File: src/design/dat_pkg.sv
// ----------------------------------------------------------------------------
// dat_pkg
// Shared widths, constants, codes and control structs of the dual tilt monitor.
// ----------------------------------------------------------------------------
package dat_pkg;

  localparam int CAL_SAMPLES  = 100;
  localparam int CNT_W        = 10;
  localparam int SUM_W        = 20;
  localparam int OFFS_W       = 14;
  localparam int RAW_W        = 12;
  localparam int V_W          = 15;
  localparam int ANGLE_W      = 16;
  localparam int ANGLE_LIMIT  = 23040;
  localparam int CORDIC_STEPS = 16;
  localparam int STEP_W       = 5;
  localparam int ALPHA_W      = 16;
  localparam int THR_W        = 15;
  localparam int ONE_G_W      = 11;
  localparam int CFG_IDX_W    = 2;
  localparam int CFG_DATA_W   = 16;
  localparam int ATAN_W       = 23;

  // reciprocal of CAL_SAMPLES, exact floor for any 20 bit magnitude
  localparam int AVG_SHIFT    = 30;
  localparam int AVG_W        = 31;
  localparam int AVG_RECIP    = (2 ** AVG_SHIFT + CAL_SAMPLES - 1) / CAL_SAMPLES;

  typedef logic signed [RAW_W-1:0]   raw_t;
  typedef logic signed [OFFS_W-1:0]  offs_t;
  typedef logic signed [V_W-1:0]     axis_t;
  typedef logic signed [ANGLE_W-1:0] angle_t;

  typedef enum logic [CFG_IDX_W-1:0] {
    CFG_ALPHA  = 2'd0,
    CFG_THRESH = 2'd1,
    CFG_ONE_G  = 2'd2
  } cfg_idx_t;

  typedef enum logic [3:0] {
    ST_IDLE, ST_CAL, ST_DIV, ST_OFFS, ST_VSUB, ST_SQR, ST_SUM, ST_ROOT,
    ST_INIT, ST_ROT, ST_RND, ST_MUL, ST_FILT, ST_DONE
  } state_t;

  typedef struct packed {
    logic       sqr;
    logic       sum;
    logic       root;
    logic       init;
    logic       rot;
    logic       rnd;
    logic       mul;
    logic       filt;
    logic [3:0] step;
  } lane_ctl_t;

  typedef struct packed {
    logic acc;
    logic div;
    logic offs;
  } cal_ctl_t;

  // atan(2^-i) in Q16 degrees
  function automatic logic [ATAN_W-1:0] atan_q16(input logic [3:0] i);
    logic [ATAN_W-1:0] r;
    case (i)
      4'd0:    r = 23'd2949120;
      4'd1:    r = 23'd1740967;
      4'd2:    r = 23'd919879;
      4'd3:    r = 23'd466945;
      4'd4:    r = 23'd234379;
      4'd5:    r = 23'd117304;
      4'd6:    r = 23'd58666;
      4'd7:    r = 23'd29335;
      4'd8:    r = 23'd14668;
      4'd9:    r = 23'd7334;
      4'd10:   r = 23'd3667;
      4'd11:   r = 23'd1833;
      4'd12:   r = 23'd917;
      4'd13:   r = 23'd458;
      4'd14:   r = 23'd229;
      4'd15:   r = 23'd115;
      default: r = 23'd0;
    endcase
    return r;
  endfunction

endpackage

File: src/design/dat_lane.sv
// ----------------------------------------------------------------------------
// dat_lane
// One angle lane: integer square root, CORDIC vectoring, rounding, filter.
// ----------------------------------------------------------------------------
module dat_lane (
  input  logic                          clk,
  input  logic                          rst_n,
  input  dat_pkg::lane_ctl_t            ctl,
  input  dat_pkg::axis_t                num,
  input  dat_pkg::axis_t                a,
  input  dat_pkg::axis_t                b,
  input  logic [dat_pkg::ALPHA_W-1:0]   alpha,
  output dat_pkg::angle_t               filt
);
  import dat_pkg::*;

  localparam int SQ_W = 2 * V_W;
  localparam int XY_W = 34;
  localparam int Z_W  = 25;

  logic [SQ_W-1:0]        sqa_r, sqa_nxt, sqb_r, sqb_nxt;
  logic [31:0]            rem_r, rem_nxt, res_r, res_nxt;
  logic signed [XY_W-1:0] x_r, x_nxt, y_r, y_nxt;
  logic signed [Z_W-1:0]  z_r, z_nxt;
  angle_t                 ang_r, ang_nxt;
  logic signed [33:0]     prod_r, prod_nxt;
  angle_t                 f_r, f_nxt;

  always_comb begin
    logic [SQ_W-1:0]        pa, pb;
    logic [31:0]            bitv, trial;
    logic [15:0]            mag;
    logic signed [XY_W-1:0] dx, dy;
    logic signed [Z_W-1:0]  at, zr, q;
    logic signed [16:0]     d;
    logic signed [34:0]     pr;
    logic signed [34:0]     delta;
    sqa_nxt  = sqa_r;
    sqb_nxt  = sqb_r;
    rem_nxt  = rem_r;
    res_nxt  = res_r;
    x_nxt    = x_r;
    y_nxt    = y_r;
    z_nxt    = z_r;
    ang_nxt  = ang_r;
    prod_nxt = prod_r;
    f_nxt    = f_r;
    pa       = SQ_W'(a * a);
    pb       = SQ_W'(b * b);
    bitv     = 32'h4000_0000 >> {ctl.step, 1'b0};
    trial    = res_r + bitv;
    mag      = res_r[15:0];
    dx       = y_r >>> ctl.step;
    dy       = x_r >>> ctl.step;
    at       = $signed({2'b00, atan_q16(ctl.step)});
    zr       = z_r + Z_W'(128);
    q        = zr >>> 8;
    d        = {ang_r[ANGLE_W-1], ang_r} - {f_r[ANGLE_W-1], f_r};
    pr       = {prod_r[33], prod_r} + 35'sd32768;
    delta    = pr >>> 16;
    if (ctl.sqr) begin
      sqa_nxt = pa;
      sqb_nxt = pb;
    end
    if (ctl.sum) begin
      rem_nxt = 32'(sqa_r) + 32'(sqb_r);
      res_nxt = '0;
    end
    if (ctl.root) begin
      if (rem_r >= trial) begin
        rem_nxt = rem_r - trial;
        res_nxt = (res_r >> 1) + bitv;
      end else begin
        res_nxt = res_r >> 1;
      end
    end
    if (ctl.init) begin
      x_nxt = $signed({2'b00, mag, 16'h0000});
      y_nxt = $signed({{3{num[V_W-1]}}, num, 16'h0000});
      z_nxt = '0;
    end
    if (ctl.rot) begin
      if (!y_r[XY_W-1]) begin
        x_nxt = x_r + dx;
        y_nxt = y_r - dy;
        z_nxt = z_r + at;
      end else begin
        x_nxt = x_r - dx;
        y_nxt = y_r + dy;
        z_nxt = z_r - at;
      end
    end
    if (ctl.rnd) begin
      if (num == '0) begin
        ang_nxt = '0;
      end else if (mag == '0) begin
        ang_nxt = num[V_W-1] ? -ANGLE_W'(ANGLE_LIMIT) : ANGLE_W'(ANGLE_LIMIT);
      end else if (q > Z_W'(ANGLE_LIMIT)) begin
        ang_nxt = ANGLE_W'(ANGLE_LIMIT);
      end else if (q < -Z_W'(ANGLE_LIMIT)) begin
        ang_nxt = -ANGLE_W'(ANGLE_LIMIT);
      end else begin
        ang_nxt = q[ANGLE_W-1:0];
      end
    end
    if (ctl.mul) begin
      prod_nxt = $signed({1'b0, alpha}) * d;
    end
    if (ctl.filt) begin
      f_nxt = f_r + delta[ANGLE_W-1:0];
    end
  end

  always_ff @(posedge clk) begin
    sqa_r  <= sqa_nxt;
    sqb_r  <= sqb_nxt;
    rem_r  <= rem_nxt;
    res_r  <= res_nxt;
    x_r    <= x_nxt;
    y_r    <= y_nxt;
    z_r    <= z_nxt;
    ang_r  <= ang_nxt;
    prod_r <= prod_nxt;
  end

  always_ff @(posedge clk) begin
    if (!rst_n) begin
      f_r <= '0;
    end else begin
      f_r <= f_nxt;
    end
  end

  assign filt = f_r;

endmodule

File: config.mk
export PLATFORM = sky130hd
export DESIGN_NAME = dat_lane
export DESIGN_NICKNAME = d
export VERILOG_FILES = /design/src/design/dat_pkg.sv /design/src/design/dat_lane.sv
export SDC_FILE = /design/constraint.sdc
export NUM_CORES = 2
export LEC_CHECK = 0
export BUFFER_PORTS_ARGS = -buffer_cell sky130_fd_sc_hd__clkbuf_2
export CORE_MARGIN = 2
export CORE_UTILIZATION = 45
export DETAILED_ROUTE_END_ITERATION = 12
export GPL_TIMING_DRIVEN = 0
export PLACE_DENSITY = 0.64
export SKIP_LAST_GASP = 1
export SLEW_MARGIN = 15
export SYNTH_ARGS = -nofsm -noshare
export SYNTH_HDL_FRONTEND = slang
export SYNTH_SLANG_ARGS = --single-unit
File: constraint.sdc
create_clock -name clk -period 9.66 [get_ports clk]
set_input_delay 1.449 -clock clk [delete_from_list [all_inputs] [get_ports clk]]
set_output_delay 1.449 -clock clk [all_outputs]
set_load 0.01 [all_outputs]
==> run metrics <==
status=finished clean; async set-reset flop share out of synthesis=0%; TritonCTS clock tree=built; f_max=109 MHz; first-pass GRT wire length=224,000 um; Final Hold Fails=0; row count=122; Slew Limit Fails=0; clock-pin slew on the worst setup and hold paths=0.06 ns; crit end category=flop; share of cells above drive strength 1=6.70%; Clock Path Buffers=3; fin crit period=9.19 ns; Ys Warns=0; period utilisation layout=95.1%; slowest CP cell=fa_1; initial antenna violation count=2; DR iter-0 viols=3,287; full die area=115,000 sq um; slowest cell delay on critical path=0.54 ns; Multi-input gate area=39,000 sq um; height of the die=338 um; TritonCTS Buffers=35; critical hold path startpoint=rem_r[31]$_DFF_P_; H-tree levels=2; hold crit path type=reg -> reg; Post-synth EDFFs=216; Seq cells post-synth=264; RSZ-0062 raised after global routing=yes; WS Path Type=reg -> reg; largest cells by area after synthesis=fa_1, edfxtp_1, ha_1; worst-margin pin slew=1.21 ns; Core Area=111,000 sq um; clk_lat worst skew=0.59 ns; Data arrival, critical path=9.51 ns; GRT Util Overall=24.6%; Final HPWL DP=116,000 um; CP dominant cell by count=fa_1; Netlist cell types=92; Critical Path Fanout Max=10; Final Wtd Congestion=1.00; post-route clock skew=0.0490 ns; WHS=0.510 ns; Port Buffers=87; met3 Use GR=3.65%; largest net degree at the start of global routing=43; post-route ant nets=0; CP startpoint kind=flop; slew margin rel.=18.6%; gr busiest metal=met2; Yosys top cell by area=fa_1; Max-Cap Viols=0; Setup-failing EPs final=0; Die X-Extent=338 um; Wirelength per Cell=19.7 um; Critical Path Start=ang_r[0]$_SDFFCE_PP0P_; grt met2 use=40.0%; IO Count=91; Reg area=7450 sq um; Syn Nets=6,718; Routed Wire Length=141,000 um; initial core utilization=45.4%; DR vias=40,300; Synth Cell Area=50,300 sq um; Fillers=10,700; Syn Area/Cell=9.12 sq um; area grow syn2layout=7.20%; global route overflow=0; Vias/cell=5.62; data required time of the critical path=9.98 ns; sequential fraction of the synthesis area=14.8%; top_reg_cell synth=edfxtp_1; R2R Path Start=ang_r[0]$_SDFFCE_PP0P_; drt first pass iters=6; Commonest cells post-synth=inv_1, fa_1, ha_1; Clock Tree Root=clkbuf_16; drt drc=0; met1 Use GR=34.1%; Yosys top cell area share=24.4%; CTS Sinks=264; nets@finish=6,840; vias in the first global route=40,100; cell count after synthesis=5,521; most common cell in the netlist=inv_1
-- cells by family after synthesis --
group           count (synthesis)  synth area share [%]
compound gates                944                  12.2
xor+xnor                      387                  6.76
fa+ha+maj                    1122                  37.0
buf+inv                      1033                  7.99
flops                         264                  14.8
mux                           225                  6.16
simple gates                 1546                  15.1
-- layer usage --
metal	share of wire (%)	vias up
li1	-	18800
met1	44	19900
met2	46	1351
met3	6.9	216
met4	2.9	4
met5	0.015	-
-- final timing paths --
check,slack [ns],endpoint,cells after the start
min,0.51,rem_r[31]$_DFF_P_,2
max,0.47,prod_r[31]$_DFFE_PP_,32
max reg2reg,0.47,prod_r[31]$_DFFE_PP_,32
min reg2reg,0.51,rem_r[31]$_DFF_P_,2
-- placed cells by master (no fill, tap or decap), types with 121 or more instances in the layout --
cell      instances
xnor2_1         256
o21ai_0         171
ha_1            508
nand2_1         499
and2_1          227
nor2_1          332
clkbuf_1        129
xor2_1          121
inv_1           837
a21oi_1         263
fa_1            614
edfxtp_1        216
-- registers in the layout, summed over array words and instances, names as in the netlist --
name and flops:
x_r 34, y_r 34, rem_r 32, res_r 32
sqa_r 29, sqb_r 29, z_r 25, prod_r 17
ang_r 16, filt 16
-- timing repair --
action | in CTS | in global routing
pin swaps | 0 | 1
hold buffers | 0 | 0
cloned | 0 | 0
setup buffers | 0 | 1
resized for setup | 19 | 24
setup endpoints to repair | 77 | 68
-- area by class of cell --
cell class,instances,share of cell area [%]
Timing Repair Buffer,91,0.951
Multi-Input combinational cell,4224,72.2
Clock inverter,22,0.380
Clock buffer,41,1.72
Antenna cell,2,0.00927
Sequential cell,264,13.8
Buffer,185,1.60
Tap cell,1488,3.45
Inverter,842,5.86
-- per-stage QoR --
step / utilization, % / instances / instance area, sq um / setup TNS, ns / setup slack [ns]
floorplan: - / 5521 / 50300 / 0 / 1.20
global placement: 47.5 / 7096 / 52600 / -121.07 / -1.88
detailed placement: 47.6 / 7099 / 52700 / -117.33 / -1.87
CTS: 48.6 / 7159 / 53900 / 0 / 0.0784
global route: 48.7 / 7158 / 54000 / -0.0599 / -0.0599
finish: 48.7 / 7159 / 54000 / 0 / 0.469
-- critical path: cells and delay by family (launching register included) --
kind | cells | cell delay, ns
adder cells (fa/ha/maj) | 9 | 3.87
AND/OR/NAND/NOR | 4 | 0.63
XOR/XNOR | 1 | 0.38
flip-flops | 1 | 0.37
buffers and inverters | 4 | 0.51
AO/OA/AOI/OAI | 14 | 3.16
Power is not shown: default switching activity piles up to over one toggle a cycle in this logic, so the estimate is an artifact.
