## src/design/dat_pkg.sv

```systemverilog
// ----------------------------------------------------------------------------
// dat_pkg
// Shared widths, constants, codes and control structs of the dual tilt monitor.
// ----------------------------------------------------------------------------
package dat_pkg;

  localparam int CAL_SAMPLES  = 100;
  localparam int CNT_W        = 10;
  localparam int SUM_W        = 20;
  localparam int OFFS_W       = 14;
  localparam int RAW_W        = 12;
  localparam int V_W          = 15;
  localparam int ANGLE_W      = 16;
  localparam int ANGLE_LIMIT  = 23040;
  localparam int CORDIC_STEPS = 16;
  localparam int STEP_W       = 5;
  localparam int ALPHA_W      = 16;
  localparam int THR_W        = 15;
  localparam int ONE_G_W      = 11;
  localparam int CFG_IDX_W    = 2;
  localparam int CFG_DATA_W   = 16;
  localparam int ATAN_W       = 23;

  // reciprocal of CAL_SAMPLES, exact floor for any 20 bit magnitude
  localparam int AVG_SHIFT    = 30;
  localparam int AVG_W        = 31;
  localparam int AVG_RECIP    = (2 ** AVG_SHIFT + CAL_SAMPLES - 1) / CAL_SAMPLES;

  typedef logic signed [RAW_W-1:0]   raw_t;
  typedef logic signed [OFFS_W-1:0]  offs_t;
  typedef logic signed [V_W-1:0]     axis_t;
  typedef logic signed [ANGLE_W-1:0] angle_t;

  typedef enum logic [CFG_IDX_W-1:0] {
    CFG_ALPHA  = 2'd0,
    CFG_THRESH = 2'd1,
    CFG_ONE_G  = 2'd2
  } cfg_idx_t;

  typedef enum logic [3:0] {
    ST_IDLE, ST_CAL, ST_DIV, ST_OFFS, ST_VSUB, ST_SQR, ST_SUM, ST_ROOT,
    ST_INIT, ST_ROT, ST_RND, ST_MUL, ST_FILT, ST_DONE
  } state_t;

  typedef struct packed {
    logic       sqr;
    logic       sum;
    logic       root;
    logic       init;
    logic       rot;
    logic       rnd;
    logic       mul;
    logic       filt;
    logic [3:0] step;
  } lane_ctl_t;

  typedef struct packed {
    logic acc;
    logic div;
    logic offs;
  } cal_ctl_t;

  // atan(2^-i) in Q16 degrees
  function automatic logic [ATAN_W-1:0] atan_q16(input logic [3:0] i);
    logic [ATAN_W-1:0] r;
    case (i)
      4'd0:    r = 23'd2949120;
      4'd1:    r = 23'd1740967;
      4'd2:    r = 23'd919879;
      4'd3:    r = 23'd466945;
      4'd4:    r = 23'd234379;
      4'd5:    r = 23'd117304;
      4'd6:    r = 23'd58666;
      4'd7:    r = 23'd29335;
      4'd8:    r = 23'd14668;
      4'd9:    r = 23'd7334;
      4'd10:   r = 23'd3667;
      4'd11:   r = 23'd1833;
      4'd12:   r = 23'd917;
      4'd13:   r = 23'd458;
      4'd14:   r = 23'd229;
      4'd15:   r = 23'd115;
      default: r = 23'd0;
    endcase
    return r;
  endfunction

endpackage

```

## src/design/dat_cal.sv

```systemverilog
// ----------------------------------------------------------------------------
// dat_cal
// Calibration sums, sample count, reciprocal averaging and axis offsets.
// ----------------------------------------------------------------------------
module dat_cal (
  input  logic                          clk,
  input  logic                          rst_n,
  input  dat_pkg::cal_ctl_t             ctl,
  input  dat_pkg::raw_t                 raw [6],
  input  logic [dat_pkg::ONE_G_W-1:0]   one_g,
  output logic                          hit,
  output dat_pkg::offs_t                offs [6]
);
  import dat_pkg::*;

  logic signed [SUM_W-1:0] sum_r   [6];
  logic signed [SUM_W-1:0] sum_nxt [6];
  logic [SUM_W-1:0]        quo_r   [6];
  logic [SUM_W-1:0]        quo_nxt [6];
  logic                    neg_r   [6];
  logic                    neg_nxt [6];
  offs_t                   offs_r  [6];
  offs_t                   offs_nxt[6];
  logic [CNT_W-1:0]        count_r, count_nxt;
  logic [CNT_W-1:0]        count_inc;

  assign count_inc = count_r + CNT_W'(1);
  assign hit       = count_inc >= CNT_W'(CAL_SAMPLES);

  always_comb begin
    logic signed [SUM_W:0]         s;
    logic signed [SUM_W-1:0]       sat;
    logic [SUM_W+AVG_W-1:0]        prod;
    logic signed [SUM_W:0]         avg;
    count_nxt = count_r;
    for (int i = 0; i < 6; i++) begin
      sum_nxt[i]  = sum_r[i];
      quo_nxt[i]  = quo_r[i];
      neg_nxt[i]  = neg_r[i];
      offs_nxt[i] = offs_r[i];
      s   = {sum_r[i][SUM_W-1], sum_r[i]} + (SUM_W+1)'(raw[i]);
      if (s > (SUM_W+1)'(2 ** (SUM_W-1) - 1)) begin
        sat = {1'b0, {(SUM_W-1){1'b1}}};
      end else if (s < -(SUM_W+1)'(2 ** (SUM_W-1))) begin
        sat = {1'b1, {(SUM_W-1){1'b0}}};
      end else begin
        sat = s[SUM_W-1:0];
      end
      prod = (SUM_W+AVG_W)'(quo_r[i]) * (SUM_W+AVG_W)'(AVG_RECIP);
      avg = neg_r[i] ? -$signed({1'b0, quo_r[i]}) : $signed({1'b0, quo_r[i]});
      if (i == 2 || i == 5) begin
        avg = avg - $signed((SUM_W+1)'(one_g));
      end
      if (ctl.acc) begin
        sum_nxt[i] = sat;
        if (hit) begin
          neg_nxt[i] = sat[SUM_W-1];
          quo_nxt[i] = sat[SUM_W-1] ? SUM_W'(-sat) : SUM_W'(sat);
        end
      end
      // magnitude over CAL_SAMPLES, truncated toward zero with the sign
      if (ctl.div) begin
        quo_nxt[i] = SUM_W'(prod >> AVG_SHIFT);
      end
      if (ctl.offs) begin
        offs_nxt[i] = avg[OFFS_W-1:0];
        sum_nxt[i]  = '0;
      end
    end
    if (ctl.acc) begin
      count_nxt = hit ? '0 : count_inc;
    end
  end

  always_ff @(posedge clk) begin
    if (!rst_n) begin
      count_r <= '0;
      for (int i = 0; i < 6; i++) begin
        sum_r[i]  <= '0;
        offs_r[i] <= '0;
      end
    end else begin
      count_r <= count_nxt;
      for (int i = 0; i < 6; i++) begin
        sum_r[i]  <= sum_nxt[i];
        offs_r[i] <= offs_nxt[i];
      end
    end
  end

  always_ff @(posedge clk) begin
    for (int i = 0; i < 6; i++) begin
      quo_r[i] <= quo_nxt[i];
      neg_r[i] <= neg_nxt[i];
    end
  end

  assign offs = offs_r;

endmodule

```

## config.mk

```make
export PLATFORM = sky130hd
export DESIGN_NAME = dat_cal
export DESIGN_NICKNAME = d
export VERILOG_FILES = /design/src/design/dat_pkg.sv /design/src/design/dat_cal.sv
export SDC_FILE = /design/constraint.sdc
export NUM_CORES = 2
export LEC_CHECK = 0
export BUFFER_PORTS_ARGS = -buffer_cell sky130_fd_sc_hd__clkbuf_2
export CAP_MARGIN = 20
export CORE_AREA = 2 2 404 406
export CTS_CLUSTER_DIAMETER = 120
export CTS_CLUSTER_SIZE = 16
export DETAILED_ROUTE_END_ITERATION = 10
export DIE_AREA = 0 0 406 408
export PLACE_DENSITY = 0.63
export SETUP_SLACK_MARGIN = 0.2
export SYNTH_ARGS = -nofsm -noshare
export SYNTH_HDL_FRONTEND = slang
export SYNTH_SLANG_ARGS = --single-unit
```

## constraint.sdc

```tcl
create_clock -name clk -period 12.25 [get_ports clk]
set_input_delay 0.6125 -clock clk [delete_from_list [all_inputs] [get_ports clk]]
set_output_delay 0.6125 -clock clk [all_outputs]
set_load 0.02 [all_outputs]
```

==> results.sh <==
export IMPL_netlist_area_sq_um=72230
export IMPL_cp_start_kind="flip-flop"
export IMPL_core_area_sq_um=161700
export IMPL_run_status="complete, no violations"
export IMPL_worstPathArrival_ns=8.46
export IMPL_hold_buffers=0
export IMPL_clkTransAtPathRegs_ns=0.09
export IMPL_ys_ff_latch=340
export IMPL_crit_path_end_kind="flip-flop"
export IMPL_wl_um=206200
export IMPL_drt_iter0_markers=3505
export IMPL_design_area_sq_um=76420
export IMPL_grt_ovfl_total=0
export IMPL_internal_power_mw=8.529
export IMPL_min_period_ns=8.036
export IMPL_slew_headroom_pct=24.26
export IMPL_max_freq_mhz=124.4
export IMPL_post_dp_hpwl_um=175100
export IMPL_yosysWarnings=0
export IMPL_postSynth_asyncResetShare_pct=0
export IMPL_synth_distinct_cells=93
export IMPL_insertion_delay_ns=0.69
export IMPL_grt_max_degree=74
export IMPL_die_x_um=406
export IMPL_netlist_instances=7672
export IMPL_wl_per_cell_um=20.75
export IMPL_first_pass_iters=5
export IMPL_swShare_pct=53.75
export IMPL_grt_busiest_layer="met2"
export IMPL_clock_sinks=340
export IMPL_finalMaxSlewViolations=0
export IMPL_setup_viol=0
export IMPL_p_clk_share_pct=5.6
export IMPL_dp_cells=9881
export IMPL_layout_worst_path_cycle_share_pct=65.60
export IMPL_grt_use_met3_pct=3.415
export IMPL_critical_path_class="flip-flop to flip-flop"
export IMPL_hold_ws_ns=0.3957
export IMPL_p_leak_nw=41.13
export IMPL_cts_tree="yes"
export IMPL_critPathBufInv=7
export IMPL_hp_class="input pin to flip-flop"
export IMPL_ant_nets=0
export IMPL_ys_top_cells_by_area="fa_1 27%, ha_1 27%, inv_1 8.4%"
export IMPL_finalCoreUtilization_pct=47.27
export IMPL_p_sw_mw=9.911
export IMPL_clockRootBuffer="clkbuf_16"
export IMPL_critPathMaxStageDelay_ns=0.58
export IMPL_seq_area_frac_synth_pct=10.67
export IMPL_cts_resized=0
export IMPL_yosys_cell_count_top_type="inv_1"
export IMPL_power_frac_seq_pct=8.2
export IMPL_numCtsBuffers=31
export IMPL_viasPerCell=5.452
export IMPL_htreeDepth=1
export IMPL_grtUsageMet2_pct=40.56
export IMPL_grt_pass1_vias=55700
export IMPL_fin_cells=9936
export IMPL_vdd_ir_drop_worst_mv=0.6291
export IMPL_drive_above_1_share_pct=4.355
export IMPL_nNetsFinal=10350
export IMPL_start_util_pct=44.68
export IMPL_critPathTopFamily="adder cells"
export IMPL_post_cts_setup_buffers=0
export IMPL_cap_violations=0
export IMPL_synth_ff_type="dfxtp_1"
export IMPL_pin_count=173
export IMPL_die_h_um=408
export IMPL_cpMaxStageDelayCell="edfxtp_1"
export IMPL_grtUsageTotal_pct=25.19
export IMPL_synth_fp_nets=10280
export IMPL_clk_path_buf_depth=3
export IMPL_skew_ns=0.03774
export IMPL_place_area_sq_um=75460
export IMPL_worstPathMaxFanout=8
export IMPL_place_congestion=0.9627
export IMPL_vias=54180
export IMPL_antenna_found_initial=9
export IMPL_synth_edf_count=90
export IMPL_avgSynthCellArea_sq_um=9.414
export IMPL_hold_viol_final=0
export IMPL_rsz0062_at_grt="no"
export IMPL_portBuffers=172
export IMPL_rows=148
export IMPL_synth_top_area_share_pct=27.33
export IMPL_p_per_area_nw_per_um2=241.3
export IMPL_required_ns=12.67
export IMPL_drc=0
export IMPL_setup_tns_ns=0
export IMPL_diodes=0
export IMPL_yosys_top_cells_count="1625 x inv_1, 1530 x ha_1, 986 x fa_1, 359 x a21oi_1, 344 x nor2_1"
export IMPL_syn_to_final_growth_pct=5.807
export IMPL_worst_slew_pin_slew_ns=1.129
export IMPL_yosys_area_top_type="fa_1"
export IMPL_combinationalPowerShare_pct=86.2
export IMPL_grtUsageMet1_pct=36.27
export IMPL_path_common_cell="inv_1"
export IMPL_design_die_area_sq_um=165600
export IMPL_grt_pass1_wl_um=325200
==> final cells by class <==
| cell class | instances | area (sq um) |
|---|---|---|
| repair buffers | 206 | 1135 |
| well taps | 2175 | 2721 |
| clock buffers | 38 | 805.8 |
| inverters | 1627 | 6110 |
| clock inverters | 15 | 136.4 |
| multi-input cells | 5535 | 57810 |
| flip-flops and latches | 340 | 7707 |
| fillers | 15490 | 85240 |
==> flip-flops by register name, indices dropped and copies added (netlist names) <==
name	cells
sum_r	120
quo_r	120
offs	84
count_r	10
neg_r	6
==> path summary, 6_finish.rpt <==
| kind | startpoint | end | slack, ns | cells past startpoint |
|---|---|---|---|---|
| worst max-delay path | quo_r[2][3]$_DFFE_PP_ | quo_r[2][12]$_DFFE_PP_ | 4.21 | 25 |
| worst min-delay path | rst_n | offs[42]$_SDFFE_PN0P_ | 0.40 | 2 |
| worst max register to register | quo_r[2][3]$_DFFE_PP_ | quo_r[2][12]$_DFFE_PP_ | 4.21 | 25 |
| worst min register to register | offs[59]$_SDFFE_PN0P_ | offs[59]$_SDFFE_PN0P_ | 0.48 | 1 |
==> logic make-up (layout without fill, tap and decap cells) <==
| logic type | after synthesis | count (layout) | share of synthesized area [%] |
|---|---|---|---|
| flops | 340 | 340 | 10.67 |
| mux | 93 | 93 | 1.299 |
| simple gates | 1171 | 1171 | 7.847 |
| fa+ha+maj | 2526 | 2526 | 53.97 |
| xor+xnor | 340 | 340 | 4.144 |
| buf+inv | 1797 | 1886 | 9.354 |
| compound gates | 1405 | 1405 | 12.71 |
==> through the flow <==
step | power (mW) | worst slack [ns]
CTS | 18.55 | 4.301
global route | 21.02 | 3.919
finish | 18.44 | 4.214
global placement | 17.00 | 4.320
detailed placement | 17.31 | 4.373
floorplan | 13.03 | 5.055
==> layout by cell type (no fill, tap or decap), drive strengths merged, types with 17 or more instances in the layout <==
cell / count
inv: 1639
ha: 1530
fa: 986
a21oi: 361
nor2: 346
o21ai: 317
nand2: 290
dfxtp: 250
xnor2: 224
clkbuf: 206
a21o: 147
xor2: 116
nand3: 102
nor2b: 92
edfxtp: 90
mux2i: 87
nor3: 74
a211oi: 72
o22ai: 70
o211ai: 45
nand4: 43
a31oi: 43
o21a: 41
buf: 38
and3: 35
nand2b: 33
or3: 30
or2: 29
o211a: 29
o31ai: 28
o21bai: 20
and2: 18
a211o: 17
==> layer usage <==
layer,routed length [um],vias to the layer above
met5,48,-
met4,4188,8
met3,13090,202
met2,93750,1400
met1,95120,26830
li1,-,25740
==> power groups by stage <==
stage | logic [mW] | registers (mW) | clock network [mW]
5_1_grt | 18.4 | 1.53 | 1.11
4_1_cts | 16.0 | 1.51 | 1.08
3_5_place_dp | 15.8 | 1.53 | 0
2_1_floorplan | 11.5 | 1.51 | 0
3_3_place_gp | 15.5 | 1.53 | 0
6_report | 15.9 | 1.51 | 1.04
No activity file was read; power rests on OpenSTA's default activity.
