### src/design/dat_pkg.sv
// ----------------------------------------------------------------------------
// dat_pkg
// Shared widths, constants, codes and control structs of the dual tilt monitor.
// ----------------------------------------------------------------------------
package dat_pkg;

  localparam int CAL_SAMPLES  = 100;
  localparam int CNT_W        = 10;
  localparam int SUM_W        = 20;
  localparam int OFFS_W       = 14;
  localparam int RAW_W        = 12;
  localparam int V_W          = 15;
  localparam int ANGLE_W      = 16;
  localparam int ANGLE_LIMIT  = 23040;
  localparam int CORDIC_STEPS = 16;
  localparam int STEP_W       = 5;
  localparam int ALPHA_W      = 16;
  localparam int THR_W        = 15;
  localparam int ONE_G_W      = 11;
  localparam int CFG_IDX_W    = 2;
  localparam int CFG_DATA_W   = 16;
  localparam int ATAN_W       = 23;

  // reciprocal of CAL_SAMPLES, exact floor for any 20 bit magnitude
  localparam int AVG_SHIFT    = 30;
  localparam int AVG_W        = 31;
  localparam int AVG_RECIP    = (2 ** AVG_SHIFT + CAL_SAMPLES - 1) / CAL_SAMPLES;

  typedef logic signed [RAW_W-1:0]   raw_t;
  typedef logic signed [OFFS_W-1:0]  offs_t;
  typedef logic signed [V_W-1:0]     axis_t;
  typedef logic signed [ANGLE_W-1:0] angle_t;

  typedef enum logic [CFG_IDX_W-1:0] {
    CFG_ALPHA  = 2'd0,
    CFG_THRESH = 2'd1,
    CFG_ONE_G  = 2'd2
  } cfg_idx_t;

  typedef enum logic [3:0] {
    ST_IDLE, ST_CAL, ST_DIV, ST_OFFS, ST_VSUB, ST_SQR, ST_SUM, ST_ROOT,
    ST_INIT, ST_ROT, ST_RND, ST_MUL, ST_FILT, ST_DONE
  } state_t;

  typedef struct packed {
    logic       sqr;
    logic       sum;
    logic       root;
    logic       init;
    logic       rot;
    logic       rnd;
    logic       mul;
    logic       filt;
    logic [3:0] step;
  } lane_ctl_t;

  typedef struct packed {
    logic acc;
    logic div;
    logic offs;
  } cal_ctl_t;

  // atan(2^-i) in Q16 degrees
  function automatic logic [ATAN_W-1:0] atan_q16(input logic [3:0] i);
    logic [ATAN_W-1:0] r;
    case (i)
      4'd0:    r = 23'd2949120;
      4'd1:    r = 23'd1740967;
      4'd2:    r = 23'd919879;
      4'd3:    r = 23'd466945;
      4'd4:    r = 23'd234379;
      4'd5:    r = 23'd117304;
      4'd6:    r = 23'd58666;
      4'd7:    r = 23'd29335;
      4'd8:    r = 23'd14668;
      4'd9:    r = 23'd7334;
      4'd10:   r = 23'd3667;
      4'd11:   r = 23'd1833;
      4'd12:   r = 23'd917;
      4'd13:   r = 23'd458;
      4'd14:   r = 23'd229;
      4'd15:   r = 23'd115;
      default: r = 23'd0;
    endcase
    return r;
  endfunction

endpackage

### src/design/dat_out_if.sv
// ----------------------------------------------------------------------------
// dat_out_if
// Result channel: four filtered angles, lamp and calibration flag.
// ----------------------------------------------------------------------------
interface dat_out_if;
  logic                 valid;
  logic                 ready;
  logic signed [15:0]   roll_one;
  logic signed [15:0]   pitch_one;
  logic signed [15:0]   roll_two;
  logic signed [15:0]   pitch_two;
  logic                 lamp_on;
  logic                 cal_complete;

  modport source (output valid, roll_one, pitch_one, roll_two, pitch_two,
                  lamp_on, cal_complete, input ready);
  modport sink   (input valid, roll_one, pitch_one, roll_two, pitch_two,
                  lamp_on, cal_complete, output ready);
endinterface

### src/design/dat_merge.sv
// ----------------------------------------------------------------------------
// dat_merge
// Combines the four lane angles into the lamp decision and the result register.
// ----------------------------------------------------------------------------
module dat_merge (
  input  logic                        clk,
  input  logic                        rst_n,
  input  logic                        load,
  input  dat_pkg::angle_t             ang [4],
  input  logic [dat_pkg::THR_W-1:0]   thresh,
  input  logic                        cal_done,
  output logic                        free,
  dat_out_if.source                   out_ch
);
  import dat_pkg::*;

  logic   valid_r, valid_nxt;
  angle_t ang_r [4];
  logic   lamp_r, done_r;
  logic   lamp;

  always_comb begin
    logic [ANGLE_W:0] m;
    lamp = 1'b0;
    for (int i = 0; i < 4; i++) begin
      m = ang[i][ANGLE_W-1] ? (ANGLE_W+1)'(-{ang[i][ANGLE_W-1], ang[i]})
                            : (ANGLE_W+1)'({ang[i][ANGLE_W-1], ang[i]});
      if (m > (ANGLE_W+1)'(thresh)) begin
        lamp = 1'b1;
      end
    end
  end

  assign free = !valid_r || out_ch.ready;

  always_comb begin
    valid_nxt = valid_r;
    if (out_ch.ready) begin
      valid_nxt = 1'b0;
    end
    if (load) begin
      valid_nxt = 1'b1;
    end
  end

  always_ff @(posedge clk) begin
    if (!rst_n) begin
      valid_r <= 1'b0;
    end else begin
      valid_r <= valid_nxt;
    end
  end

  always_ff @(posedge clk) begin
    if (load) begin
      for (int i = 0; i < 4; i++) begin
        ang_r[i] <= ang[i];
      end
      lamp_r <= lamp;
      done_r <= cal_done;
    end
  end

  assign out_ch.valid        = valid_r;
  assign out_ch.roll_one     = ang_r[0];
  assign out_ch.pitch_one    = ang_r[1];
  assign out_ch.roll_two     = ang_r[2];
  assign out_ch.pitch_two    = ang_r[3];
  assign out_ch.lamp_on      = lamp_r;
  assign out_ch.cal_complete = done_r;

  // a new result never overwrites one that is still waiting
  a_no_overwrite: assert property (@(posedge clk) disable iff (!rst_n)
    load |-> (!valid_r || out_ch.ready))
    else $error("result overwritten while stalled");

endmodule

### src/flat_wrapper.sv
// flat-port wrapper written by rule: the top's interface ports become plain ports
module dat_merge_flat import dat_pkg::*;
  (clk, rst_n, load, ang, thresh, cal_done, free, out_ch_valid, out_ch_roll_one, out_ch_pitch_one, out_ch_roll_two, out_ch_pitch_two, out_ch_lamp_on, out_ch_cal_complete, out_ch_ready);
  dat_out_if out_ch_i ();
  input  logic clk;
  input  logic rst_n;
  input  logic load;
  input  dat_pkg::angle_t ang[4];
  input  logic [dat_pkg::THR_W-1:0] thresh;
  input  logic cal_done;
  output logic free;
  output wire logic [$bits(out_ch_i.valid)-1:0] out_ch_valid;
  output wire logic [$bits(out_ch_i.roll_one)-1:0] out_ch_roll_one;
  output wire logic [$bits(out_ch_i.pitch_one)-1:0] out_ch_pitch_one;
  output wire logic [$bits(out_ch_i.roll_two)-1:0] out_ch_roll_two;
  output wire logic [$bits(out_ch_i.pitch_two)-1:0] out_ch_pitch_two;
  output wire logic [$bits(out_ch_i.lamp_on)-1:0] out_ch_lamp_on;
  output wire logic [$bits(out_ch_i.cal_complete)-1:0] out_ch_cal_complete;
  input wire logic [$bits(out_ch_i.ready)-1:0] out_ch_ready;
  assign out_ch_valid = out_ch_i.valid;
  assign out_ch_roll_one = out_ch_i.roll_one;
  assign out_ch_pitch_one = out_ch_i.pitch_one;
  assign out_ch_roll_two = out_ch_i.roll_two;
  assign out_ch_pitch_two = out_ch_i.pitch_two;
  assign out_ch_lamp_on = out_ch_i.lamp_on;
  assign out_ch_cal_complete = out_ch_i.cal_complete;
  assign out_ch_i.ready = out_ch_ready;
  dat_merge u_core (.clk(clk), .rst_n(rst_n), .load(load), .ang(ang), .thresh(thresh), .cal_done(cal_done), .free(free), .out_ch(out_ch_i));
endmodule
### config.mk
export PLATFORM = sky130hd
export DESIGN_NAME = dat_merge_flat
export DESIGN_NICKNAME = d
export VERILOG_FILES = /design/src/design/dat_pkg.sv /design/src/design/dat_out_if.sv /design/src/design/dat_merge.sv /design/src/flat_wrapper.sv
export SDC_FILE = /design/constraint.sdc
export NUM_CORES = 1
export LEC_CHECK = 0
export BUFFER_PORTS_ARGS = -buffer_cell sky130_fd_sc_hd__buf_2
export CAP_MARGIN = 20
export CORE_MARGIN = 8
export CORE_UTILIZATION = 50
export CTS_CLUSTER_DIAMETER = 200
export DETAILED_ROUTE_END_ITERATION = 10
export PLACE_DENSITY_LB_ADDON = 0.15
export SYNTH_ARGS = -nofsm -noshare
export SYNTH_HDL_FRONTEND = slang
export SYNTH_SLANG_ARGS = --single-unit
### constraint.sdc
create_clock -name clk -period 5.6 [get_ports clk]
set_input_delay 0.56 -clock clk [delete_from_list [all_inputs] [get_ports clk]]
set_output_delay 0.56 -clock clk [all_outputs]
set_load 0.005 [all_outputs]
==> results of run 1 <==
[kinds of logic (layout without fill, tap and decap cells)]
kind of cell	count (synthesis)	count (layout)	synth area share
xor gates and xnor gates	52	52	0.09948
and+or+nand+nor	119	119	0.1407
buffers and inverters	30	194	0.02460
AOI/OAI and AO/OA	88	88	0.1230
adders and majority gates	64	64	0.1749
DFF	67	67	0.4373
[cells in the mapped netlist, types with 2 or more instances]
cell / instances
a21o_1: 2
a211oi_1: 5
xnor2_1: 49
o21ai_1: 10
or4_1: 4
ha_1: 64
clkbuf_1: 4
o21a_1: 3
nand3_1: 7
nor2b_1: 4
nor2_1: 16
inv_1: 26
nand4_1: 14
nand2_1: 37
a21oi_1: 21
o221ai_1: 2
nand3b_1: 3
o31ai_1: 16
nand4b_1: 2
nor3_1: 11
xor2_1: 3
edfxtp_1: 66
nand2b_1: 6
o21ai_0: 16
o41ai_1: 4
o211ai_1: 2
nor4_1: 5
[sequential cells by signal (all words and copies together), names as in the netlist]
| register | count |
|---|---|
| u_core.ang_r | 64 |
| u_core.out_ch.lamp_on | 1 |
| u_core.out_ch.valid | 1 |
| u_core.out_ch.cal_complete | 1 |
[power by group]
part	switching (mW)	internal, mW	leakage [nW]
logic	0.185	0.147	1.67
registers	0.00834	0.595	0.654
clock network	0.191	0.202	0.0935
[per-layer routing]
metal	up-vias	share of wire
li1	1910	-
met1	1822	0.42
met4	2	0.0074
met2	125	0.50
met3	8	0.080
met5	-	0.00082
[critical path, stage by stage]
cell and delay, ns:
buf_2 0.12, nor4_1 0.56, nand2_2 0.16, o41ai_1 0.37
xnor2_1 0.12, ha_1 0.30, nand4_1 0.13, nor2_2 0.16
a41oi_1 0.12, or4_1 0.52, a21oi_1 0.13, nand4_1 0.10
[cell type report]
class	count	area [um2]
Clock buffer	10	127.6
Sequential cell	67	2002
Timing Repair Buffer	152	763.2
Multi-Input combinational cell	323	2464
Clock inverter	6	56.30
Tap cell	111	138.9
Fill cell	792	3416
Inverter	26	97.59
[layout by cell type (no fill, tap or decap), types with 2 or more instances in the layout]
cell / instances
a211oi_1: 5
a21o_1: 2
a21oi_1: 21
buf_2: 151
clkbuf_8: 9
clkinv_2: 3
edfxtp_1: 66
ha_1: 64
inv_1: 26
nand2_1: 37
nand2b_1: 6
nand3_1: 7
nand3b_1: 3
nand4_1: 14
nand4b_1: 2
nor2_1: 16
nor2b_1: 4
nor3_1: 11
nor4_1: 5
o211ai_1: 2
o21a_1: 3
o21ai_0: 16
o21ai_1: 10
o221ai_1: 2
o31ai_1: 16
o41ai_1: 4
or4_1: 4
xnor2_1: 49
xor2_1: 3
[worst max-delay path by stage]
stage	start	end	slack [ns]	cells after the start
after floorplan	ang[49]	u_core.out_ch.lamp_on	2.44	11
after global placement	ang[49]	u_core.out_ch.lamp_on	2.12	12
after detailed placement	ang[49]	u_core.out_ch.lamp_on	1.99	12
after CTS	ang[49]	u_core.out_ch.lamp_on	2.36	12
after global routing	ang[49]	u_core.out_ch.lamp_on	2.17	12
final	ang[49]	u_core.out_ch.lamp_on	2.31	12
==> run metrics, run 1 <==
I/O Buffers between 150 and 200; sequential-to-total area share from yosys stat 0.4373; initial core utilization 0.5050; synthesis-to-layout area growth 23.39%; ranking of synthesized cells by area edfxtp_1, ha_1, xnor2_1, nand2_1, o31ai_1; Worst R2R Start u_core.out_ch.valid; FF-to-FF setup slack 4.98 ns; worst clock skew 0 ns; Cell variety after synth 45; Slew Limit Fails 0; Final Util 0.6232; total track usage 0.1946; Vias/cell 5.564; status completed; GRT overflow 0; WP data arrival 3.36 ns; Max H-tree Level 3; Final setup viols 0; post-synthesis cell area about 4600 um2; synthesized area per cell 10.90 um2; leakage power 2.418 nW; Post-Syn Instances 420; WL/cell 17.63 um; crit-path max FO 4; first-pass GRT wire length 19.48 mm; total power 1.327 mW; Synth Register Bits 67; WHS Endpoint u_core.out_ch.cal_complete; DRC Markers 0; Cell Pwr Density 235.0 nW/um2; crit end category flip-flop; hold slack 0.3864 ns; Post-DP Area 5465 um2; worst-margin pin slew about 0.68 ns; CTS tree yes; HP Start cal_done; row cnt 35; met3 usage 0.06926; Worst-path clk slew approximately 0.080 ns; Hold WC Path Type in2reg; dpl ws 1.994 ns; Longest Clk Path Bufs 2; io pins 152; Yosys top cell by area edfxtp_1; Tcrit/Tclk final 0.5870; NumNets Final 727; Worst VDD drop 0.1250 mV; FFs w/ async S/R, synth 0; Post-CTS Setup Inserts 0; Critical Path Start Type input port; Syn. warnings 0; r2r worst-path depth 2; Total Wirelength 12.26 mm; fin area approximately 5600 um2; Syn Nets 568; final antenna-violating net count 0; vias in the first global route approximately 4.1k; total vias in the final route 3867; total CTS buffers 9; hold buffer count at cts 0; worst-skew pair later-pin latency 0.34 ns; Inst Count DP 679; Tmin final 3.287 ns; HPWL after DPL approximately 9.7 mm; Primary FF master, synth edfxtp_1; RSZ-0062 raised after global routing false; placer congestion estimate ~0.8; number of iterations in the first detailed-routing pass 4; Req. time, crit path about 5.7 ns; Crit Reg-Reg Endpoint u_core.out_ch.valid; Final Hold Violating Endpoints 0; Worst slew margin 0.5497; clock root cell clkbuf_8; Final TNS setup 0 ns; post_cts resized 0; Non-Filler Instances 695; GR Util met1 0.2251; largest net degree at the start of global routing 38; Initial DRC Count 191; Max Fclk 304.2 MHz; global route hottest layer met2; Synth top area share 0.4329; initial antenna violation count 1; met2 Use GR 0.3316; CTS Sinks 67; Die W 111.7 um; Core ar. 9065 um2; WS Path Type in2reg; Setup WS post-layout 2.313 ns; die height about 110 um; # diodes 0; die area approximately 12000 um2; Post-synth EDFFs 66; share of cells above drive strength 1 0.3014; max-cap violation count 0; hold path depth 1
Power figures use the tool's default switching activity.
==> run 2, diff against run 1 <==
Settings changed: CORE_UTILIZATION 50 to 47.
Clock period 5.6 ns to 2.7 ns, I/O delays scaled along.
==> run metrics, run 2 (synthesis results as in run 1) <==
status completed; Switch Pwr 0.7993 mW; Net Sw Frac 0.2758; delay-heaviest family, CP simple AND/OR/NAND/NOR gates; final antenna-violating net count 0; number of iterations in the first detailed-routing pass 4; Core ar. 9594 um2; Final setup viols 0; Hold WC Path Type in2reg; synthesis-to-layout area growth 35.53%; total track usage 0.1932; Reg with most FFs u_core.ang_r; Critical Path Start Type input port; HPWL after DPL about 10 mm; Max Fclk between 300 and 400 MHz; worst-path cell chain buf_6, or4_4, or3_4, o21ai_2, xnor2_1, ha_1, a21oi_2, a41oi_1, or4_1, a21oi_2, nand4_1; die area 13150 um2; WL/cell 16.49 um; vias in the first global route 4226; # diodes 0; GRT overflow 0; row cnt 36; clock share of power 0.309; commonest non-fill, non-tap cells in the layout buf_2, edfxtp_1, ha_1; worst-margin pin slew 0.7417 ns; RSZ-0062 raised after global routing true; Setup WS post-layout approximately 0.06 ns; WS Path Type in2reg; WP data arrival 2.73 ns; hold slack ~0.09 ns; crit-path max FO 3; Final TNS setup 0 ns; CTS Sinks 67; Final Hold Violating Endpoints 0; max-cap violation count 0; worst clock skew 0 ns; initial core utilization 0.4772; dpl ws -0.2912 ns; placer congestion estimate ~0.78; Worst slew margin 0.5055; Largest register FFs 64; worst path buffer plus inverter count 1; total power 2.898 mW; CTS tree yes; hold buffer count at cts 0; Max H-tree Level 3; Slew Limit Fails 0; clock root cell clkbuf_8; critical path's slowest cell or4_1; Total Wirelength 12.75 mm; total CTS buffers 9; NumNets Final between 700 and 800; Tcrit/Tclk final 0.9778; commonest non-fill, non-tap cell in the layout buf_2; Req. time, crit path 2.79 ns; Cell Pwr Density 467.1 nW/um2; cell-internal power around 2.1 mW; Longest Clk Path Bufs 2; first-pass GRT wire length 19.79 mm; I/O Buffers ~150; Worst VDD drop 0.2925 mV; initial antenna violation count 0; Die W 114.7 um; DRC Markers 0; io pins approximately 150; worst-skew pair later-pin latency approximately 0.35 ns; leakage power 2.713 nW; total vias in the final route 4055; crit end category flip-flop; share of cells above drive strength 1 0.3766; Initial DRC Count 180; sequential power share 0.432; die height about 110 um; Worst path most repeated cell a21oi_2; Vias/cell 5.246; FILL cells approximately 810; largest net degree at the start of global routing 38; Logic pwr share 0.259; CP max stage delay 0.56 ns; Worst-path clk slew ~0.070 ns; Tmin final 2.640 ns
## run 2: changes by cell type in the layout (fill, tap and decap cells not counted), sizes merged
cell    delta
clkinv     -1
bufinv     +1
buf       +56
## run 2: path summary, 6_finish.rpt
path | from | endpoint | slack, ns | cells after the start
max | ang[57] | u_core.out_ch.lamp_on | 0.06 | 11
min | cal_done | u_core.out_ch.cal_complete | 0.09 | 1
max reg2reg | u_core.out_ch.valid | u_core.out_ch.valid | 2.08 | 2
min reg2reg | u_core.out_ch.valid | u_core.out_ch.valid | 0.51 | 2
## run 2: what timing repair did
item                                    in CTS  in global routing
buffers inserted                             0                  2
endpoints found under the setup margin       0                  1
resized for setup                            0                  9
## run 2: per-layer routing
layer	global-route usage	vias up	part of all wire
li1	-	2022	-
met1	0.2130	1900	0.41
met2	0.3305	115	0.49
met3	0.07120	18	0.086
met4	0.07618	0	0.019
met5	0	-	0
## run 2: final cells by class
cell class | count | area, um2 | share of cell area
timing repair buffer | 208 | 1209 | 0.1948
tap | 133 | 166.4 | 0.02682
multi-input combinational | 323 | 2522 | 0.4065
clock buffer | 10 | 127.6 | 0.02057
inverter | 26 | 97.59 | 0.01573
clock inverter | 6 | 80.08 | 0.01291
sequential | 67 | 2002 | 0.3226
## run 2: power groups by stage
stage / Combinational, mW / Sequential [mW] / Clock (mW)
floorplan: 0.360 / 1.29 / 0
global placement: 0.710 / 1.27 / 0
global route: 0.840 / 1.26 / 0.960
finish: 0.751 / 1.25 / 0.896
CTS: 0.746 / 1.25 / 0.922
detailed placement: 0.738 / 1.27 / 0
## run 2: per-stage QoR
step | util | instances | area, um2
3_5_place_dp | 0.6182 | 755 | 5931
4_1_cts | 0.6398 | 771 | 6138
2_1_floorplan | - | 420 | 4598
5_1_grt | 0.6467 | 773 | 6205
3_3_place_gp | 0.6182 | 755 | 5931
6_report | 0.6467 | 773 | 6205
==> run 3, diff against run 2 <==
Settings changed: CAP_MARGIN 20 to unset, CORE_ASPECT_RATIO set to 1.1.
==> run metrics, run 3 (synthesis results as in run 1) <==
Inst Count DP around 740; commonest non-fill, non-tap cell in the layout buf_2; placer congestion estimate 0.8569; Worst-path clk slew 0.07 ns; worst-path cell chain buf_2, or4_4, or3_4, o21ai_2, xnor2_1, ha_1, a21oi_1, a41oi_1, or4_1, a21oi_1, nand4_1; Post-DP Area between 5000 and 6000 um2; io pins 152; FF-to-FF setup slack 2.08 ns; HPWL after DPL 10.35 mm; WS Path Type in2reg; total vias in the final route around 4.0k; initial core utilization 0.4872; Tcrit/Tclk final 0.9715; max-cap violation count 0; WL/cell 16.68 um; vias in the first global route 4251; worst-skew pair later-pin latency 0.35 ns; Final Hold Violating Endpoints 0; Max H-tree Level 3; Total Wirelength 12.64 mm; Longest Clk Path Bufs 2; Initial DRC Count between 100 and 150; Non-Filler Instances approximately 760; CTS tree yes; total track usage 0.1927; I/O Buffers 151; GRT overflow 0; crit end category flip-flop; initial antenna violation count 0; FILL cells between 800 and 900; synthesis-to-layout area growth 33.40%; NumNets Final roughly 780; Net Sw Frac 0.2920; clock share of power 0.260; clock root cell clkbuf_8; WP data arrival between 2 and 3 ns; DRC Markers 0; Final setup viols 0; first-pass GRT wire length 19.89 mm; commonest non-fill, non-tap cells in the layout buf_2, edfxtp_1, ha_1; total CTS buffers 9; leakage power 2.691 nW; Slew Limit Fails 0; Critical Path Start Type input port; Hold WC Path Type in2reg; Cell Pwr Density about 440 nW/um2; Tmin final around 2.6 ns; sequential power share 0.463; dpl ws -0.3113 ns; die height 119.5 um; Switch Pwr just under 0.8 mW; row cnt 37; crit-path max FO 3; number of iterations in the first detailed-routing pass 4; status completed; hold slack ~0.094 ns; largest net degree at the start of global routing 38; total power between 2 and 3 mW; Logic pwr share 0.277; Worst slew margin 0.6964; Reg with most FFs u_core.ang_r; Worst path most repeated cell a21oi_1; final antenna-violating net count 0; Setup WS post-layout between 0.07 and 0.08 ns; CP max stage delay 0.53 ns; Max Fclk approximately 380 MHz; Vias/cell 5.319; fin area 6107 um2; Largest register FFs 64; Worst VDD drop about 0.25 mV; multi-input logic area 2515 um2; # diodes 0; Req. time, crit path 2.79 ns; share of cells above drive strength 1 0.3744; Final TNS setup 0 ns; Core ar. 9398 um2; CTS Sinks 67; cell-internal power 1.914 mW; critical path's slowest cell or4_4; Reg area roughly 2000 um2; worst-margin pin slew 0.4554 ns; RSZ-0062 raised after global routing true; worst clock skew 0 ns; Final Util 0.6498; Die W approximately 110 um; die area roughly 13000 um2
run 3: changes by cell type in the layout (fill, tap and decap cells not counted):
cell | previous run | this run
clkinv_2 | 1 | 4
clkbuf_1 | 1 | 3
buf_6 | 2 | 0
buf_2 | 149 | 151
buf_12 | 1 | 0
a21oi_1 | 19 | 21
a21oi_2 | 2 | 0
clkinvlp_4 | 1 | 0
buf_4 | 56 | 58
clkinv_1 | 2 | 0
bufinv_16 | 2 | 0
run 3: power groups by stage:
stage               clock [mW]  sequential [mW]  combinational, mW
floorplan                    0             1.29              0.360
global placement             0             1.27              0.709
detailed placement           0             1.28              0.741
CTS                      0.735             1.25              0.747
global route             0.759             1.26              0.836
finish                   0.704             1.25              0.749
run 3: what timing repair did:
item                                    in CTS  in global routing
endpoints found under the setup margin       0                  1
setup buffers                                0                  1
endpoints found under the hold margin        0                  0
gates resized for setup                      0                  5
hold buffers                                 0                  0
run 3: final cells by class:
type,instances,area share
Clock inverter,4,0.003278
Timing Repair Buffer,209,0.1950
Clock buffer,12,0.02213
Sequential cell,67,0.3278
Inverter,26,0.01598
Tap cell,117,0.02397
Multi-Input combinational cell,323,0.4118
run 3: worst max-delay path: cells and delay by family:
kind,cells,cell delay (ns)
AOI/OAI and AO/OA,4,0.49
xor gates and xnor gates,1,0.13
adders and majority gates,1,0.28
buffers and inverters,1,0.11
and+or+nand+nor,4,1.42
run 3: worst paths after layout:
path / cells after the start / to / from
max: 11 / u_core.out_ch.lamp_on / ang[58]
max reg2reg: 2 / u_core.out_ch.valid / u_core.out_ch.valid
min: 1 / u_core.out_ch.cal_complete / cal_done
min reg2reg: 2 / u_core.out_ch.valid / u_core.out_ch.valid
run 3: per-layer routing:
metal | track usage | vias to the layer above | wire length (um)
li1 | - | 2021 | -
met1 | 0.2075 | 1885 | 4921
met2 | 0.3425 | 111 | 6592
met3 | 0.06049 | 15 | 938
met4 | 0.06922 | 0 | 191
met5 | 0 | - | 0
